**config.mk**
```make
export PLATFORM = sky130hd
export DESIGN_NAME = cnm_cell
export DESIGN_NICKNAME = d
export VERILOG_FILES = /design/src/design/cnm_cell.sv
export SDC_FILE = /design/constraint.sdc
export NUM_CORES = 1
export LEC_CHECK = 0
export ABC_AREA = 1
export BUFFER_PORTS_ARGS = -buffer_cell sky130_fd_sc_hd__buf_4
export CAP_MARGIN = 20
export CORE_MARGIN = 5
export CORE_UTILIZATION = 43
export DETAILED_ROUTE_END_ITERATION = 16
export PLACE_DENSITY = 0.81
export SLEW_MARGIN = 10
export SYNTH_ARGS = -nofsm -noshare
export SYNTH_HDL_FRONTEND = slang
export SYNTH_SLANG_ARGS = --single-unit
```
**constraint.sdc**
```tcl
create_clock -name clk -period 1.8 [get_ports clk]
set_input_delay 0.18 -clock clk [delete_from_list [all_inputs] [get_ports clk]]
set_output_delay 0.18 -clock clk [all_outputs]
set_load 0.01 [all_outputs]
```
**src/design/cnm_cell.sv**
```systemverilog
module cnm_cell #(
  parameter int COORD_BITS = 32
) (
  input  logic                  clk,
  input  logic                  shift,
  input  logic                  wrap,
  input  logic                  load,
  input  logic [COORD_BITS-1:0] next_x,
  input  logic [COORD_BITS-1:0] next_y,
  input  logic [COORD_BITS-1:0] head_x,
  input  logic [COORD_BITS-1:0] head_y,
  input  logic [COORD_BITS-1:0] new_x,
  input  logic [COORD_BITS-1:0] new_y,
  output logic [COORD_BITS-1:0] x,
  output logic [COORD_BITS-1:0] y
);

  always_ff @(posedge clk) begin
    if (load) begin
      x <= new_x;
      y <= new_y;
    end else if (shift) begin
      x <= wrap ? head_x : next_x;
      y <= wrap ? head_y : next_y;
    end
  end

endmodule

```
==> results.toml <==
[logic_synthesis]
yosys.area.top_type = "edfxtp_1"
ys_seq_elements = 64
synth_cell_types = 10
synth.top_cell.area_share_pct = 49.5
synth_most_common_cell = "nand2_1"
avgSynthCellArea_um2 = 7.18
synth_edf_count = 64
syn_inst = 541
netlist_area_mm2 = 0.00388
synth_top_flop_cell = "edfxtp_1"
seq_area_frac_synth_pct = 49.5
ys_top_cells_by_area = "edfxtp_1, nand2_1, inv_1"
syn_nets = 737
async_reset_ff_share_pct = 0
yosys_warnings = 0
synthTopCellsByCount = "nand2_1, inv_1, edfxtp_1, nand3_1, buf_2"

[clocking]
cts_tree = "built"
cts_buffers = 9
cts_hold_buf = 0
clock_sinks = 64
clk_pin_slew_ps = 70
clock-root-buffer = "clkbuf_8"
htreeDepth = 3
cts_buffer_depth = 2
cts_resized = 0
post-cts-setup-buffers = 0

[global_route]
met1_usage_pct = 24.6
grt_pass1_wl_mm = 20.2
grt_usage_pct = 22.5
grtUsageMet2_pct = 38.4
grt.busiest_layer = "met2"
grt_pass1_vias = 4369
grt_max_degree = 65
grt-ovfl-total = 0
grt_use_met3_pct = 7.09
antenna_found_initial = 0

[floorplanning]
initial_utilization_pct = 44.3
die_area_mm2 = 0.0110
die_h_um = 105
core_mm2 = 0.00876
num_rows = 34
io_pins = 260
dieWidth_um = 105

[detailed_routing]
wire_per_inst_um = 14.0
ant_nets = 0
initialDrtViolationCount = 198
drtPass1Iterations = 4
drt-total-wl_mm = 12.6
vias = 4215
viasPerCell = 4.68
drc = 0

[power]
power.density_mw_per_mm2 = 659
power.static_leakage_nw = 3.54
vdd_drop_max_mv = 0.302

[setup_path]
cp_num_buf_inv = 1
setup.worst_path.start = "y[27]$_DFFE_PP_"
cpPeakStageDelay_ps = 410
path_class = "reg -> out"
critPathLaunchType = "register"
path_delay_family = "flip-flops"
endpoint_kind = "primary output"
crit_slowest_cell = "edfxtp_1"
crit_path_cell_trace = "buf_4"
arrival_ps = 900
crit_required_ps = 1620
critPathMaxFanout = 1

[finish]
diodes = 0
multiInputGateArea_mm2 = 0.00129
synthToLayoutAreaGrowth_pct = 54.4
ff_latch_area_mm2 = 0.00192
nNetsFinal = 987
fillers = 728
drive_above_1_share_pct = 35.1

[sta]
slew_headroom_pct = 66.4
layout_min_cycle_time_ps = 1080
fin_hold_ws_ps = 131
finalSetupViolations = 0
finalHoldViolations = 0
fin_crit_sh_pct = 59.9
fin_tns_setup_ps = 0
max_freq_mhz = 928
rsz0062_at_grt = "no"
tightest_slew_ps = 504
drv_slew = 0

[min_path]
min_to = "y[22]$_DFFE_PP_"
hp-class = "in -> reg"
hold_start = "new_y[22]"
min_path_cells = 3

[placed_design]
io_buffer_count = 259
place_congestion = 0.902
dpl.hpwl_mm = 9.78

[outcome]
status = "finished, final reports clean"

[job]
max_cap_violations = 0
final cells by class:
class	count	share of cell area (%)
repair buffers	265	33.8
well taps	108	2.25
flip-flops and latches	64	32.0
clock buffers	10	2.13
multi-input cells	321	21.5
clock inverters	3	0.209
inverters	130	8.13
placed cells by master, fill, tap and decap left out:
cell / count
buf_4: 262
nand2_1: 256
inv_1: 128
nand3_1: 64
edfxtp_1: 64
clkbuf_8: 9
buf_12: 3
inv_2: 2
clkinv_1: 2
or2_2: 1
clkinv_2: 1
clkbuf_1: 1
layer usage:
layer  part of all wire, %  wire length (um)
met5                     0                 0
met4                   4.3               547
met3                   9.9              1250
met2                    50              6290
met1                    36              4510
metrics by stage:
step                setup slack, ps  power (mW)  cells  instance area, um2  utilization (%)
finish                          722        3.96    901                6000             68.5
detailed placement              531        3.05    888                5860             66.9
global placement                537        3.02    888                5860             66.9
global route                    690        4.18    901                6000             68.5
CTS                             716        4.00    901                6000             68.5
floorplan                       252        2.37    541                3880                -
how the worst max path moves through the flow:
| stage | to | slack, ps | cells after the start |
|---|---|---|---|
| floorplan | x[0]$_DFFE_PP_ | 250 | 2 |
| global route | y[27] | 690 | 1 |
| CTS | y[27] | 720 | 1 |
| finish | y[27] | 720 | 1 |
| detailed placement | x[20]$_DFFE_PP_ | 530 | 4 |
| global placement | y[31]$_DFFE_PP_ | 540 | 4 |
logic make-up (layout without fill, tap and decap cells):
logic type	Yosys count	count (layout)	share of synthesized area, %
buffers and inverters	156	408	17.4
flip-flops	64	64	49.5
AND/OR/NAND/NOR	321	321	33.1
state kept, by name, summed over array words and instances (netlist names):
signal and count:
y 32, x 32
power by group:
part           leakage, nW  switching (mW)  internal, mW
Clock               0.0729           0.478         0.465
Sequential           0.657          0.0535          1.85
Combinational         2.81           0.511         0.599
Total                 3.54            1.04          2.91
No activity file was read; power rests on OpenSTA's default activity.
