## src/design/cnm_pkg.sv

```systemverilog
package cnm_pkg;

  localparam int MAX_NODES_DEF  = 1024;
  localparam int COORD_BITS_DEF = 32;

  localparam int TOL_W   = 31;
  localparam int COORD_W = 32;
  localparam int END_W   = 10;
  localparam int INDEX_W = 10;
  localparam int KIND_W  = 2;

  localparam logic [KIND_W-1:0] KIND_NODE  = 2'd0;
  localparam logic [KIND_W-1:0] KIND_EDGE  = 2'd1;
  localparam logic [KIND_W-1:0] KIND_CLEAR = 2'd2;
  localparam logic [KIND_W-1:0] KIND_SPARE = 2'd3;

  typedef struct packed {
    logic [KIND_W-1:0]         kind;
    logic signed [COORD_W-1:0] coord_x;
    logic signed [COORD_W-1:0] coord_y;
    logic [END_W-1:0]          end_a;
    logic [END_W-1:0]          end_b;
  } in_beat_t;

  typedef struct packed {
    logic [INDEX_W-1:0] first_index;
    logic [INDEX_W-1:0] second_index;
    logic               was_merged;
    logic               keep_edge;
    logic               error;
  } out_beat_t;

endpackage

```

## src/design/cnm_dist.sv

```systemverilog
module cnm_dist #(
  parameter int COORD_BITS = 32,
  parameter int TAG_W      = 10
) (
  input  logic                    clk,
  input  logic                    rst,
  input  logic                    issue,
  input  logic [TAG_W-1:0]        issue_tag,
  input  logic [COORD_BITS-1:0]   node_x,
  input  logic [COORD_BITS-1:0]   node_y,
  input  logic [COORD_BITS-1:0]   surv_x,
  input  logic [COORD_BITS-1:0]   surv_y,
  input  logic [cnm_pkg::TOL_W-1:0]   tol,
  input  logic [2*cnm_pkg::TOL_W-1:0] tol_sq,
  output logic                    hit_valid,
  output logic                    hit,
  output logic [TAG_W-1:0]        hit_tag
);
  import cnm_pkg::*;

  localparam int DIFF_W = COORD_BITS + 1;
  localparam int CMP_W  = (DIFF_W > TOL_W) ? DIFF_W : TOL_W;

  logic signed [DIFF_W-1:0] diff_x, diff_y;
  logic [DIFF_W-1:0]        mag_x, mag_y;
  logic [DIFF_W+TOL_W-1:0]  ext_x, ext_y, ext_tol;
  logic                     near_c;

  logic                     s1_valid, s1_near;
  logic [TAG_W-1:0]         s1_tag;
  logic [TOL_W-1:0]         s1_dx, s1_dy;
  logic                     s2_valid, s2_near;
  logic [TAG_W-1:0]         s2_tag;
  logic [2*TOL_W-1:0]       s2_sqx, s2_sqy;
  logic [2*TOL_W:0]         sum_sq;

  always_comb begin
    diff_x  = $signed({node_x[COORD_BITS-1], node_x}) - $signed({surv_x[COORD_BITS-1], surv_x});
    diff_y  = $signed({node_y[COORD_BITS-1], node_y}) - $signed({surv_y[COORD_BITS-1], surv_y});
    mag_x   = diff_x[DIFF_W-1] ? DIFF_W'(-diff_x) : DIFF_W'(diff_x);
    mag_y   = diff_y[DIFF_W-1] ? DIFF_W'(-diff_y) : DIFF_W'(diff_y);
    ext_x   = {{TOL_W{1'b0}}, mag_x};
    ext_y   = {{TOL_W{1'b0}}, mag_y};
    ext_tol = {{DIFF_W{1'b0}}, tol};
    near_c  = (ext_x[CMP_W-1:0] < ext_tol[CMP_W-1:0]) &&
              (ext_y[CMP_W-1:0] < ext_tol[CMP_W-1:0]);
    sum_sq  = {1'b0, s2_sqx} + {1'b0, s2_sqy};
  end

  always_ff @(posedge clk) begin
    if (rst) begin
      s1_valid  <= 1'b0;
      s2_valid  <= 1'b0;
      hit_valid <= 1'b0;
    end else begin
      s1_valid  <= issue;
      s2_valid  <= s1_valid;
      hit_valid <= s2_valid;
    end
    s1_near <= near_c;
    s1_tag  <= issue_tag;
    s1_dx   <= ext_x[TOL_W-1:0];
    s1_dy   <= ext_y[TOL_W-1:0];
    s2_near <= s1_near;
    s2_tag  <= s1_tag;
    s2_sqx  <= s1_dx * s1_dx;
    s2_sqy  <= s1_dy * s1_dy;
    hit     <= s2_near && (sum_sq < {1'b0, tol_sq});
    hit_tag <= s2_tag;
  end

endmodule

```

## config.mk

```make
export PLATFORM = sky130hd
export DESIGN_NAME = cnm_dist
export DESIGN_NICKNAME = d
export VERILOG_FILES = /design/src/design/cnm_pkg.sv /design/src/design/cnm_dist.sv
export SDC_FILE = /design/constraint.sdc
export NUM_CORES = 2
export LEC_CHECK = 0
export BUFFER_PORTS_ARGS = -buffer_cell sky130_fd_sc_hd__buf_2
export CORE_UTILIZATION = 60
export DETAILED_ROUTE_END_ITERATION = 6
export PLACE_DENSITY = 0.78
export SYNTH_ARGS = -nofsm -noshare
export SYNTH_HDL_FRONTEND = slang
export SYNTH_SLANG_ARGS = --single-unit
export TNS_END_PERCENT = 5
```

## constraint.sdc

```tcl
create_clock -name clk -period 9 [get_ports clk]
set_clock_uncertainty 0.1 [all_clocks]
set_input_delay 1.8 -clock clk [delete_from_list [all_inputs] [get_ports clk]]
set_output_delay 1.8 -clock clk [all_outputs]
set_load 0.02 [all_outputs]
```

==> key figures <==
STA
  • Setup-failing EPs final: 0
  • Slew margin rel.: roughly a fifth
  • Final slew viol count: 0
  • Hold Vio Cnt, Final: 0
  • Slew of the pin with the lowest slew margin: roughly 1200 ps
  • Tmin final: 8690 ps
  • Setup ws final: ~310 ps
  • Period utilization: between 90 and 100%
  • Maximum clock frequency: ~0.12 GHz

Floorplanning
  • Die ar.: ~120000 um2
  • Die Wd: about 340 um
  • Core area: between 100000 and 150000 um2
  • FP Rows: approximately 120
  • Die H: around 340 um
  • Starting Density: 60.51%
  • IO Count: 246

CTS
  • Clock Latency Late Sink: a little over 600 ps
  • Cts hold-fix bufs: 0
  • Clk root buf: clkbuf_16
  • CTS buffer count: 26
  • Htree depth: 1
  • CTS tree: built
  • # clock sinks: between 200 and 250
  • Clock Path Buffers: 3
  • Clock transition at path regs: ~70 ps

Synthesis
  • Ys Warns: 0
  • Cells after Synth: between 7000 and 8000
  • Avg Cell Area, Syn: 9.102 um2
  • Ys async rst share: 0%
  • Post-synth net total: 10121
  • Synthesized flop and latch total: 220
  • Unique masters post-synth: 84
  • Most used DFF post-synth: dfxtp_1
  • Mapped cell area: around 69000 um2
  • Post-synthesis sequential area ratio: between 6 and 7%
  • Post-synth EDFFs: 0

GRT
  • Grt met3 use: ~6.5%
  • Initial antenna violation count: 19
  • First-pass GRT wire length: 295100 um
  • Vias in the first global route: roughly 57000
  • Met1 usage: 40.81%
  • GR peak layer: met2
  • GRT overflow: 0
  • Total track usage: about a third
  • Largest net degree at the start of global routing: 34
  • M2 GR Usage: between 50% and 60%

Routing
  • Final ANT Viol Nets: 0
  • Routed via count: 51705
  • Post-Route WL: between 150000 and 200000 um
  • Wire per inst: 19.54 um
  • Detailed Route Iter0 Violations: 3322
  • First-pass iteration count of the detailed router: 6
  • DR DRC count: 0
  • Vias per cell: about 5.5

Setup path
  • R2R setup slack: between 300 and 400 ps
  • CP Max Fanout: 10
  • Startpoint Class: flip-flop
  • Critical Path End Type: flip-flop
  • Required time of the worst setup path: 9440 ps
  • Path depth of the worst reg2reg path: 27
  • WP data arrival: roughly 9100 ps
  • R2r endpoint: s2_sqy[60]
  • FF-to-FF Start: s1_dy[20]
  • CP Class: flip-flop to flip-flop

Hold path
  • Worst hold path class: flip-flop to flip-flop
  • Hold Path Sink: s2_near
  • Hold depth: 0
  • Hold path startpoint: s1_near

Layout
  • Area growth from synthesis to layout: 6.311%
  • Multi-input logic area: ~56000 um2
  • Final Cell Area: ~74000 um2
  • Filler Cell Count: ~9300
  • Register area: approximately 4400 um2
  • Most common cell after layout, fill and taps aside: inv_1
  • Post-layout nets: 10304
  • Share of layout cells above drive strength 1: roughly 6.3%
  • Most frequent cells in the layout: 2036 x inv_1, 1497 x fa_1, 788 x ha_1, 638 x nand2_1, 394 x and2_1
  • Util after Layout: ~64%

Place
  • Placed instance area: 72530 um2
  • RD Place Congestion: about 1.0
  • Dpl hpwl: 157600 um
  • Pre-CTS WS: approximately 160 ps
  • Port-buffer cells: between 200 and 250

Status
  • Status: finished clean

Job
  • Max-Cap Viols: 0
[critical path, stage by stage, from the launching register on]
cell and delay (ps):
dfxtp_1 830, buf_4 350, nand2_1 100, fa_1 580, inv_1 80, fa_1 510, fa_1 500, inv_1 50
fa_1 500, inv_1 60, fa_1 570, fa_1 440, fa_1 490, inv_1 40, fa_1 360, inv_1 70
ha_1 320, a21oi_1 340, o21bai_1 120, a21oi_1 230, nor2_1 60, a211oi_1 570, o21a_1 220, o311ai_0 240
a31oi_1 390, o21ai_0 140, a21oi_1 200, xnor2_1 140
[kinds of logic (layout without fill, tap and decap cells)]
logic type | after synthesis | count (layout) | share of synthesized area (%)
other | 0 | 11 | 0
XOR/XNOR | 316 | 316 | 4.000
AND/OR/NAND/NOR | 1637 | 1637 | 11.54
flip-flops | 220 | 220 | 6.365
AO/OA/AOI/OAI | 871 | 871 | 8.104
buffers and inverters | 2262 | 2465 | 12.27
adder cells (fa/ha/maj) | 2285 | 2285 | 57.56
multiplexers | 11 | 11 | 0.1627
[flip-flops by register name, summed over array words and instances (netlist names), 10 cells and up]
signal,flops
s2_sqy,61
s1_dx,31
s1_tag,10
hit_tag,10
s2_sqx,61
s1_dy,31
s2_tag,10
[routing by layer]
metal,wire length [um],up-vias
met5,126,-
met4,8751,20
met3,15310,446
met2,88010,2060
met1,70060,25813
li1,-,23366
[through the flow]
| step | TNS, ps | cells | hold slack, ps |
|---|---|---|---|
| detailed placement | 0 | 9269 | 212.1 |
| floorplan | 0 | 7602 | 209.6 |
| global placement | 0 | 9269 | 209.9 |
| finish | 0 | 9328 | 227.9 |
| CTS | 0 | 9317 | 227.5 |
| global route | -0.5569 | 9318 | 232.8 |
[synthesized netlist by cell type, drive strengths merged (14+ instances only)]
| cell type | count | area (um2) |
|---|---|---|
| nand4 | 54 | 337.8 |
| nor2 | 254 | 972.2 |
| a21oi | 281 | 1406 |
| o31ai | 21 | 176.4 |
| o21a | 32 | 240.2 |
| fa | 1497 | 29970 |
| nand3 | 59 | 295.3 |
| a211oi | 15 | 117.6 |
| xor2 | 111 | 972.2 |
| nor3 | 50 | 250.2 |
| ha | 788 | 9859 |
| a31oi | 29 | 181.4 |
| dfxtp | 220 | 4404 |
| and2 | 394 | 2465 |
| or2 | 21 | 131.4 |
| nand2b | 34 | 212.7 |
| a21o | 153 | 1149 |
| inv | 2036 | 7642 |
| and3 | 24 | 150.1 |
| xnor2 | 205 | 1795 |
| a31o | 16 | 140.1 |
| o21ai | 158 | 790.8 |
| clkbuf | 221 | 829.6 |
| nand2 | 638 | 2395 |
| nor2b | 54 | 337.8 |
| o21bai | 43 | 322.8 |
| a2111oi | 14 | 126.4 |
| o211ai | 16 | 120.1 |
[worst max path at each step]
stage	slack (ps)	from	to
global placement	250	s1_dy[4]	s2_sqy[55]
CTS	130	s1_dy[5]	s2_sqy[61]
finish	310	s1_dy[20]	s2_sqy[60]
global route	-0.6	s1_dy[5]	s2_sqy[59]
floorplan	770	s1_dy[4]	s2_sqy[61]
detailed placement	160	s1_dy[4]	s2_sqy[59]
[area by class of cell]
class / count / area share [%]
Multi-Input combinational cell: 5120 / 76.57
Antenna cell: 11 / 0.03742
Clock buffer: 30 / 0.9593
Timing Repair Buffer: 380 / 3.118
Clock inverter: 18 / 0.3487
Inverter: 2037 / 10.39
Sequential cell: 220 / 6.002
Tap cell: 1512 / 2.572
[timing repair]
action | in CTS | in global routing
gates resized for setup | 0 | 13
buffers inserted | 0 | 0
setup endpoints to repair | 0 | 14
Power is left out: the tool's default activity adds up to more than one toggle a clock period on the data nets, which glitch-free logic cannot reach.
